File: config.mk
export PLATFORM = sky130hd
export DESIGN_NAME = vlcc_ctrl
export DESIGN_NICKNAME = d
export VERILOG_FILES = /design/src/rtl/vlcc_pkg.sv /design/src/rtl/vlcc_ctrl.sv
export SDC_FILE = /design/constraint.sdc
export NUM_CORES = 1
export LEC_CHECK = 0
export CELL_PAD_IN_SITES_DETAIL_PLACEMENT = 2
export CELL_PAD_IN_SITES_GLOBAL_PLACEMENT = 2
export CORE_UTILIZATION = 33
export CTS_BUF_LIST = sky130_fd_sc_hd__clkbuf_8 sky130_fd_sc_hd__clkbuf_16
export CTS_CLUSTER_DIAMETER = 150
export DETAILED_ROUTE_END_ITERATION = 7
export DONT_BUFFER_PORTS = 1
export GPL_TIMING_DRIVEN = 0
export HOLD_SLACK_MARGIN = 0.02
export PLACE_DENSITY = 0.74
export RECOVER_POWER = 50
export SYNTH_ARGS = -nofsm -noshare
export SYNTH_HDL_FRONTEND = slang
export SYNTH_SLANG_ARGS = --single-unit
File: constraint.sdc
create_clock -name clk_i -period 1.65 [get_ports clk_i]
set_input_delay 0.4125 -clock clk_i [delete_from_list [all_inputs] [get_ports clk_i]]
set_output_delay 0.4125 -clock clk_i [all_outputs]
set_load 0.05 [all_outputs]
File: src/rtl/vlcc_pkg.sv
// Voxel line collision check: shared package.
// Holds the transaction payload types, function codes and the command and status
// structs that join the controller and the datapath. No dependencies.
`default_nettype none

package vlcc_pkg;

  localparam int COORD_W = 8;

  localparam logic FUNC_WRITE = 1'b0;
  localparam logic FUNC_QUERY = 1'b1;

  typedef struct packed {
    logic                      func;
    logic signed [COORD_W-1:0] ax;
    logic signed [COORD_W-1:0] ay;
    logic signed [COORD_W-1:0] az;
    logic signed [COORD_W-1:0] bx;
    logic signed [COORD_W-1:0] by;
    logic signed [COORD_W-1:0] bz;
    logic                      occupied;
  } vlcc_req_t;

  typedef struct packed {
    logic collision;
  } vlcc_rsp_t;

  typedef struct packed {
    logic capture;
    logic decode;
    logic init;
    logic step;
    logic wr_rd;
    logic wr_wr;
    logic clear;
    logic load_out;
  } vlcc_cmd_t;

  typedef struct packed {
    logic is_query;
    logic wr_ok;
    logic walk_done;
    logic clear_done;
    logic out_free;
  } vlcc_stat_t;

endpackage

`default_nettype wire

File: src/rtl/vlcc_ctrl.sv
// Voxel line collision check: controller state machine.
// Sequences map clearing, voxel writes and line walks; depends on vlcc_pkg.
`default_nettype none

module vlcc_ctrl (
  input  wire logic              clk_i,
  input  wire logic              rst_ni,
  input  wire logic              req_valid_i,
  output logic                   req_ready_o,
  input  wire vlcc_pkg::vlcc_stat_t stat_i,
  output vlcc_pkg::vlcc_cmd_t    cmd_o
);
  import vlcc_pkg::*;

  typedef enum logic [7:0] {
    ST_CLEAR  = 8'b0000_0001,
    ST_IDLE   = 8'b0000_0010,
    ST_DECODE = 8'b0000_0100,
    ST_WR_RD  = 8'b0000_1000,
    ST_WR_WR  = 8'b0001_0000,
    ST_INIT   = 8'b0010_0000,
    ST_WALK   = 8'b0100_0000,
    ST_FINISH = 8'b1000_0000
  } state_e;

  state_e state_q, state_d;

  always_ff @(posedge clk_i or negedge rst_ni) begin
    if (!rst_ni) begin
      state_q <= ST_CLEAR;
    end else begin
      state_q <= state_d;
    end
  end

  always_comb begin
    state_d     = state_q;
    cmd_o       = '0;
    req_ready_o = 1'b0;
    unique case (state_q)
      ST_CLEAR: begin
        cmd_o.clear = 1'b1;
        if (stat_i.clear_done) state_d = ST_IDLE;
      end
      ST_IDLE: begin
        req_ready_o   = 1'b1;
        cmd_o.capture = req_valid_i;
        if (req_valid_i) state_d = ST_DECODE;
      end
      ST_DECODE: begin
        cmd_o.decode = 1'b1;
        priority if (stat_i.is_query) state_d = ST_INIT;
        else if (stat_i.wr_ok)        state_d = ST_WR_RD;
        else                          state_d = ST_IDLE;
      end
      ST_WR_RD: begin
        cmd_o.wr_rd = 1'b1;
        state_d     = ST_WR_WR;
      end
      ST_WR_WR: begin
        cmd_o.wr_wr = 1'b1;
        state_d     = ST_IDLE;
      end
      ST_INIT: begin
        cmd_o.init = 1'b1;
        state_d    = ST_WALK;
      end
      ST_WALK: begin
        if (stat_i.walk_done) begin
          state_d = ST_FINISH;
        end else begin
          cmd_o.step = 1'b1;
        end
      end
      ST_FINISH: begin
        if (stat_i.out_free) begin
          cmd_o.load_out = 1'b1;
          state_d        = ST_IDLE;
        end
      end
      default: state_d = ST_CLEAR;
    endcase
  end

endmodule

`default_nettype wire

==> impl_metrics.py, run 1 <==
metrics = {
    "power_and_ir_drop": {
        "vdd_ir_drop_max_mv": 0.819,
        "total_power_mw": 1.28,
        "cellPowerDensity_mw_per_mm2": 1520,
        "power.static_leakage_nw": 0.325,
    },
    "worst_setup_path": {
        "critical_path.reg2reg.endpoint": "state_q[5]",
        "crit_path_max_fanout": 4,
        "timing.critical_path.from_type": "register",
        "crit_start": "state_q[6]",
        "r2r-start": "state_q[1]",
        "worst_r2r_path_depth": 4,
        "path_class": "reg -> out",
        "worst_ep_required_time_ns": 1.24,
        "kind_of_end_point_of_the_critical_path": "primary output",
        "worstSetupEndpoint": "cmd_o[7]",
        "timing.reg2reg.setup_slack_ns": -0.19,
        "cp.arrival_ns": 2.09,
    },
    "placement": {
        "placement_stage_cell_area_um2": 599,
        "port_buffers": 0,
        "dpl_wire_length_mm": 1.16,
        "place.detailed.instances": 70,
        "gp_routability_congestion": 0.731,
    },
    "route": {
        "via_density_per_instance": 6.33,
        "wirelength_mm": 2.28,
        "drt_first_iter_violations": 8,
        "detail_route.first_pass.iterations": 3,
        "remaining_drc_errors": 0,
        "vias": 563,
        "routed_wire_length_per_instance_um": 25.6,
        "antenna_violating_nets_post_route": 0,
    },
    "cells_and_area": {
        "layout-drive-gt1-share_pct": 59.5,
        "final_cells": 89,
        "layout.filler_cells": 125,
        "largest_register": "state_q",
        "regArea_um2": 208,
        "flip_flop_count_of_the_largest_register_all_copies_and_words_added": 8,
        "reg_top3": "state_q x8",
        "stdcell_area_um2": 843,
        "insertedDiodeCount": 0,
        "multi_input_comb_area_um2": 420,
        "syn2layout_area_growth_pct": 62.4,
        "nNetsFinal": 83,
    },
    "grt": {
        "overflow": 0,
        "grt_util_met2_pct": 41.3,
        "initial_antenna_violation_count": 0,
        "first_pass_grt_wire_length_mm": 3.43,
        "grtUsageTotal_pct": 26.8,
        "grt_start_max_net_pins": 8,
        "grt_use_met1_pct": 38.5,
        "grt_most_used_layer": "met2",
        "grt_pass1_vias": 611,
        "use_met3_pct": 2.17,
    },
    "run_status": {
        "violations_in_the_final_reports": "negative setup slack",
        "run_status": "finished with violations",
    },
    "clock_network": {
        "cts_num_sinks": 8,
        "ctsRootBufferMaster": "sky130_fd_sc_hd__clkbuf_8",
        "max-clock-path-buffers": 2,
        "tritoncts_buffers": 3,
        "clock_tree_from_tritoncts": "yes",
        "clkTransAtPathRegs_ns": 0.04,
        "clock_insertion_delay_worst_skew_ns": 0.24,
        "h-tree-depth": 1,
    },
    "floorplan": {
        "ioPinCount": 17,
        "floorplan.rows": 13,
        "fp.dieH_um": 41.7,
        "die_area_mm2": 0.00174,
        "floorplan.initialDensity_pct": 37.6,
        "floorplan.die.width_um": 41.7,
        "floorplan.core_area_mm2": 0.00138,
    },
    "yosys": {
        "syn-instance-count": 55,
        "synth.avg_cell_area_um2": 9.44,
        "synth.ff_latch_count": 8,
        "seq_area_frac_synth_pct": 38.8,
        "syn-num-nets": 63,
        "synth-warning-count": 0,
        "ys_types": 30,
        "syn_area_um2": 519,
    },
    "sta": {
        "fin_skew_ns": 0.00953,
        "hold_viol_final": 0,
        "min_period_ns": 2.50,
        "tightest_slew_ns": 0.903,
        "grt_setup_unrepaired": "yes",
        "setup_viol_count_final": 14,
        "timing.slew.headroom_pct": 39.4,
        "achievable-frequency_mhz": 400,
        "finalMaxSlewViolations": 0,
        "setup_slack_ns": -0.849,
        "finalCritPeriodShare_pct": 151,
    },
    "job": {
        "maxCapViolations": 0,
    },
    "hold_path": {
        "hold_path_class": "in -> async",
    },
}
## repair_timing
action,in CTS,in global routing
buffers inserted,10,5
gates resized for setup,19,7
pin swaps,11,9
hold buffers,1,0
endpoints found under the setup margin,14,15
endpoints found under the hold margin,7,0
## kinds of logic after synthesis
group / Yosys count / synth area share [%]
and+or+nand+nor: 34 / 45.3
DFF: 8 / 38.8
buffers and inverters: 4 / 2.89
xor gates and xnor gates: 2 / 3.37
AOI/OAI and AO/OA: 7 / 9.64
## final cells by class
cell class | instances | share of cell area, %
timing repair buffer | 15 | 15.4
tap | 15 | 2.23
multi-input combinational | 43 | 49.9
inverter | 4 | 2.52
clock buffer | 3 | 4.90
sequential | 8 | 24.6
clock inverter | 1 | 0.445
## cell usage in the layout, fill, tap and decap left out, drive strengths merged
cell type / instances
buf: 14
dfrtp: 7
nor4: 5
nor2: 5
inv: 4
or2: 4
clkbuf: 3
nor3: 3
and2: 3
nand2b: 2
nand3b: 2
nor4b: 2
nand2: 2
nand4b: 1
clkinvlp: 1
and4b: 1
or4: 1
or4b: 1
nand4: 1
or3b: 1
o21a: 1
o22ai: 1
xnor2: 1
o2bb2ai: 1
o21ai: 1
xor2: 1
a2111oi: 1
o32ai: 1
a21oi: 1
dlygate4sd3: 1
dfstp: 1
## per-stage QoR
step                setup slack [ns]  util, %  TNS, ns  hold slack (ns)
finish                        -0.849     61.0    -5.28           0.0277
global route                  -0.908     61.0    -6.02           0.0133
CTS                           -0.795     57.6    -4.48           0.0258
detailed placement            -0.652     43.3    -2.98            0.117
global placement              -0.628     43.3    -2.39            0.117
floorplan                     -0.514        -    -1.25            0.117
## synth_stat cells
cell type / n / area [µm²]
sky130_fd_sc_hd__nand3b_1: 2 / 15.0
sky130_fd_sc_hd__xor2_1: 1 / 8.76
sky130_fd_sc_hd__and2_1: 3 / 18.8
sky130_fd_sc_hd__nor4b_1: 2 / 17.5
sky130_fd_sc_hd__or4b_1: 1 / 10.0
sky130_fd_sc_hd__o32ai_1: 1 / 8.76
sky130_fd_sc_hd__or2_0: 1 / 6.26
sky130_fd_sc_hd__or2_1: 2 / 12.5
sky130_fd_sc_hd__o21ai_0: 1 / 5.00
sky130_fd_sc_hd__dfrtp_1: 7 / 175
sky130_fd_sc_hd__o21a_1: 1 / 7.51
sky130_fd_sc_hd__a21oi_1: 1 / 5.00
sky130_fd_sc_hd__dfstp_2: 1 / 26.3
sky130_fd_sc_hd__xnor2_1: 1 / 8.76
sky130_fd_sc_hd__o22ai_1: 1 / 6.26
sky130_fd_sc_hd__or2_2: 1 / 6.26
sky130_fd_sc_hd__or3b_1: 1 / 8.76
sky130_fd_sc_hd__nor2_1: 5 / 18.8
sky130_fd_sc_hd__nand2b_1: 2 / 12.5
sky130_fd_sc_hd__or4_4: 1 / 11.3
sky130_fd_sc_hd__and4b_1: 1 / 10.0
sky130_fd_sc_hd__nand4b_1: 1 / 8.76
sky130_fd_sc_hd__inv_1: 4 / 15.0
sky130_fd_sc_hd__nor4_2: 3 / 37.5
sky130_fd_sc_hd__o2bb2ai_1: 1 / 8.76
sky130_fd_sc_hd__nand2_1: 2 / 7.51
sky130_fd_sc_hd__a2111oi_0: 1 / 8.76
sky130_fd_sc_hd__nor4_1: 2 / 12.5
sky130_fd_sc_hd__nand4_1: 1 / 6.26
sky130_fd_sc_hd__nor3_1: 3 / 15.0
## worst max-delay path, cell delays in order (launching register included)
cell and delay, ns:
sky130_fd_sc_hd__dfrtp_2 0.41, sky130_fd_sc_hd__or2_4 0.27, sky130_fd_sc_hd__nor4_4 0.80, sky130_fd_sc_hd__and2_4 0.38
## worst min-delay path by stage
stage,to,depth (start not counted)
6_report,state_q[0],0
5_1_grt,state_q[0],0
4_1_cts,state_q[0],0
3_5_place_dp,state_q[3],0
3_3_place_gp,state_q[3],0
2_1_floorplan,state_q[1],0
## where the power goes
part,total [mW],leakage [nW],switching [mW],internal (mW)
Clock,0.248,0.0269,0.0863,0.162
Sequential,0.319,0.0982,0.0795,0.240
Combinational,0.716,0.200,0.409,0.307
Total,1.28,0.325,0.575,0.709
## per-layer routing
metal,vias up,share of wire [%]
li1,243,-
met1,285,44
met2,24,47
met3,11,5.0
met4,0,3.7
met5,-,0
(Power assumes the default switching activity.)
==> run 2, diff against run 1 <==
--- a/config.mk
+++ b/config.mk
@@ -8,7 +8,6 @@
 export CELL_PAD_IN_SITES_DETAIL_PLACEMENT = 2
 export CELL_PAD_IN_SITES_GLOBAL_PLACEMENT = 2
 export CORE_UTILIZATION = 33
-export CTS_BUF_LIST = sky130_fd_sc_hd__clkbuf_8 sky130_fd_sc_hd__clkbuf_16
 export CTS_CLUSTER_DIAMETER = 150
 export DETAILED_ROUTE_END_ITERATION = 7
 export DONT_BUFFER_PORTS = 1
@@ -19,3 +18,4 @@
 export SYNTH_ARGS = -nofsm -noshare
 export SYNTH_HDL_FRONTEND = slang
 export SYNTH_SLANG_ARGS = --single-unit
+export TNS_END_PERCENT = 50
==> impl_metrics.py, run 2 (same netlist as run 1, synthesis figures left out) <==
metrics = {
    "power_and_ir_drop": {
        "combinationalPowerShare_pct": 54.5,
        "cellPowerDensity_mw_per_mm2": 1290,
        "clockPowerShare_pct": 16.6,
        "vdd_ir_drop_max_mv": 0.631,
        "net_sw_share_pct": 49.9,
        "pwr-share-seq_pct": 28.9,
        "power.static_leakage_nw": 0.341,
        "power.internal_mw": 0.555,
        "switchingPower_mw": 0.552,
    },
    "floorplan": {
        "fp.dieH_um": 41.7,
        "ioPinCount": 17,
        "floorplan.rows": 13,
        "floorplan.initialDensity_pct": 37.6,
        "die_area_mm2": 0.00174,
        "floorplan.core_area_mm2": 0.00138,
        "floorplan.die.width_um": 41.7,
    },
    "grt": {
        "overflow": 0,
        "grt_util_met2_pct": 43.4,
        "grt_start_max_net_pins": 9,
        "first_pass_grt_wire_length_mm": 3.30,
        "initial_antenna_violation_count": 0,
        "grt_most_used_layer": "met2",
        "grt_use_met1_pct": 33.3,
        "grtUsageTotal_pct": 26.2,
        "use_met3_pct": 5.22,
        "grt_pass1_vias": 616,
    },
    "clock_network": {
        "ctsRootBufferMaster": "sky130_fd_sc_hd__clkbuf_4",
        "tritoncts_buffers": 3,
        "clock_tree_from_tritoncts": "yes",
        "clock_insertion_delay_worst_skew_ns": 0.27,
        "clkTransAtPathRegs_ns": 0.08,
        "max-clock-path-buffers": 2,
        "h-tree-depth": 1,
        "cts_num_sinks": 8,
    },
    "worst_setup_path": {
        "crit_path_cell_trace": "nor2_4, nand2_2, nor4_4, and2_4",
        "worst_ep_required_time_ns": 1.24,
        "cp.arrival_ns": 2.20,
        "kind_of_end_point_of_the_critical_path": "primary output",
        "timing.critical_path.from_type": "register",
        "cp_slowest_stage_delay_ns": 0.81,
        "crit_path_max_fanout": 6,
        "path_class": "reg -> out",
        "worst_r2r_path_depth": 4,
        "standard_cell_with_the_maximum_stage_delay_on_the_critical_path": "sky130_fd_sc_hd__nor4_4",
    },
    "cells_and_area": {
        "most_common_cell_after_layout_fill_and_taps_aside": "sky130_fd_sc_hd__buf_4",
        "syn2layout_area_growth_pct": 65.8,
        "layout.core_utilization_pct": 62.3,
        "nNetsFinal": 88,
        "regArea_um2": 208,
        "mostFrequentLayoutCells": "sky130_fd_sc_hd__buf_4 (12), sky130_fd_sc_hd__buf_6 (7), sky130_fd_sc_hd__dfrtp_2 (5)",
        "insertedDiodeCount": 0,
        "reg_top3": "state_q x8",
        "multi_input_comb_area_um2": 408,
        "flip_flop_count_of_the_largest_register_all_copies_and_words_added": 8,
        "layout-drive-gt1-share_pct": 62.0,
        "largest_register": "state_q",
        "layout.filler_cells": 122,
    },
    "hold_path": {
        "hold-path-cell-count": 1,
        "hold_path_class": "in -> reg",
    },
    "sta": {
        "min_period_ns": 2.61,
        "finalMaxSlewViolations": 0,
        "tightest_slew_ns": 0.971,
        "setup_slack_ns": -0.962,
        "setup_viol_count_final": 14,
        "fin_skew_ns": 0.0133,
        "achievable-frequency_mhz": 383,
        "hold_viol_final": 0,
        "hold-worst-slack_ns": 0.194,
        "grt_setup_unrepaired": "yes",
        "finalCritPeriodShare_pct": 158,
        "timing.slew.headroom_pct": 34.8,
    },
    "run_status": {
        "run_status": "finished with violations",
        "violations_in_the_final_reports": "negative setup slack",
    },
    "route": {
        "drt_first_iter_violations": 10,
        "vias": 578,
        "wirelength_mm": 2.52,
        "via_density_per_instance": 6.15,
        "antenna_violating_nets_post_route": 0,
        "routed_wire_length_per_instance_um": 26.8,
        "remaining_drc_errors": 0,
        "detail_route.first_pass.iterations": 4,
    },
    "placement": {
        "gp_routability_congestion": 0.709,
        "port_buffers": 0,
        "post_place_setup_slack_ns": -0.660,
        "dpl_wire_length_mm": 1.16,
    },
    "job": {
        "maxCapViolations": 0,
    },
}
## run 2: cell count changes in the layout (fill, tap and decap cells not counted), moves of 2 or more
cell and delta:
sky130_fd_sc_hd__buf_4 +2, sky130_fd_sc_hd__clkbuf_4 +3, sky130_fd_sc_hd__clkbuf_8 -3, sky130_fd_sc_hd__buf_6 +3
## run 2: layout make-up
cell class | instances | share of cell area (%)
Sequential cell | 8 | 24.1
Timing Repair Buffer | 20 | 20.8
Tap cell | 15 | 2.18
Multi-Input combinational cell | 43 | 47.4
Inverter | 4 | 2.47
Clock buffer | 4 | 3.05
## run 2: path summary, 6_finish.rpt
check	slack, ns	from	to
max	-0.96	state_q[2]	cmd_o[7]
min	0.19	stat_i[4]	state_q[3]
max reg2reg	-0.23	state_q[2]	state_q[2]
min reg2reg	0.58	state_q[2]	state_q[4]
max in group asynchronous	0.81	rst_ni	state_q[0]
min in group asynchronous	0.50	rst_ni	state_q[4]
## run 2: per-layer routing
layer  share of wire (%)  up-vias  wire (µm)
li1                    -      256          -
met1                  44      306       1100
met2                  52       13       1320
met3                 3.1        3         77
met4                0.83        0         21
met5                   0        -          0
## run 2: critical path: cells and delay by family, from the launching register on
kind	cells	cell delay [ns]
flip-flops	1	0.47
AND/OR/NAND/NOR	4	1.46
## run 2: timing repair
action,in CTS,in global routing
endpoints found under the hold margin,8,0
pin swaps,10,9
gates resized for setup,18,13
endpoints found under the setup margin,14,15
buffers inserted,11,8
hold buffers,1,0
## run 2: per-stage QoR
| stage | area [µm²] | cells | setup TNS [ns] | power [mW] |
|---|---|---|---|---|
| after floorplan | 562 | 55 | -2.33 | 0.654 |
| after global placement | 581 | 70 | -3.76 | 0.702 |
| after detailed placement | 581 | 70 | -4.86 | 0.728 |
| after CTS | 754 | 86 | -4.94 | 1.01 |
| after global routing | 861 | 94 | -7.12 | 1.14 |
| final | 861 | 94 | -6.49 | 1.11 |
## run 2: power by group through the flow
stage | clock (mW) | sequential, mW | combinational (mW)
final | 0.184 | 0.320 | 0.604
after global routing | 0.191 | 0.321 | 0.626
after CTS | 0.170 | 0.309 | 0.527
after detailed placement | 0 | 0.303 | 0.425
after global placement | 0 | 0.297 | 0.405
after floorplan | 0 | 0.288 | 0.366
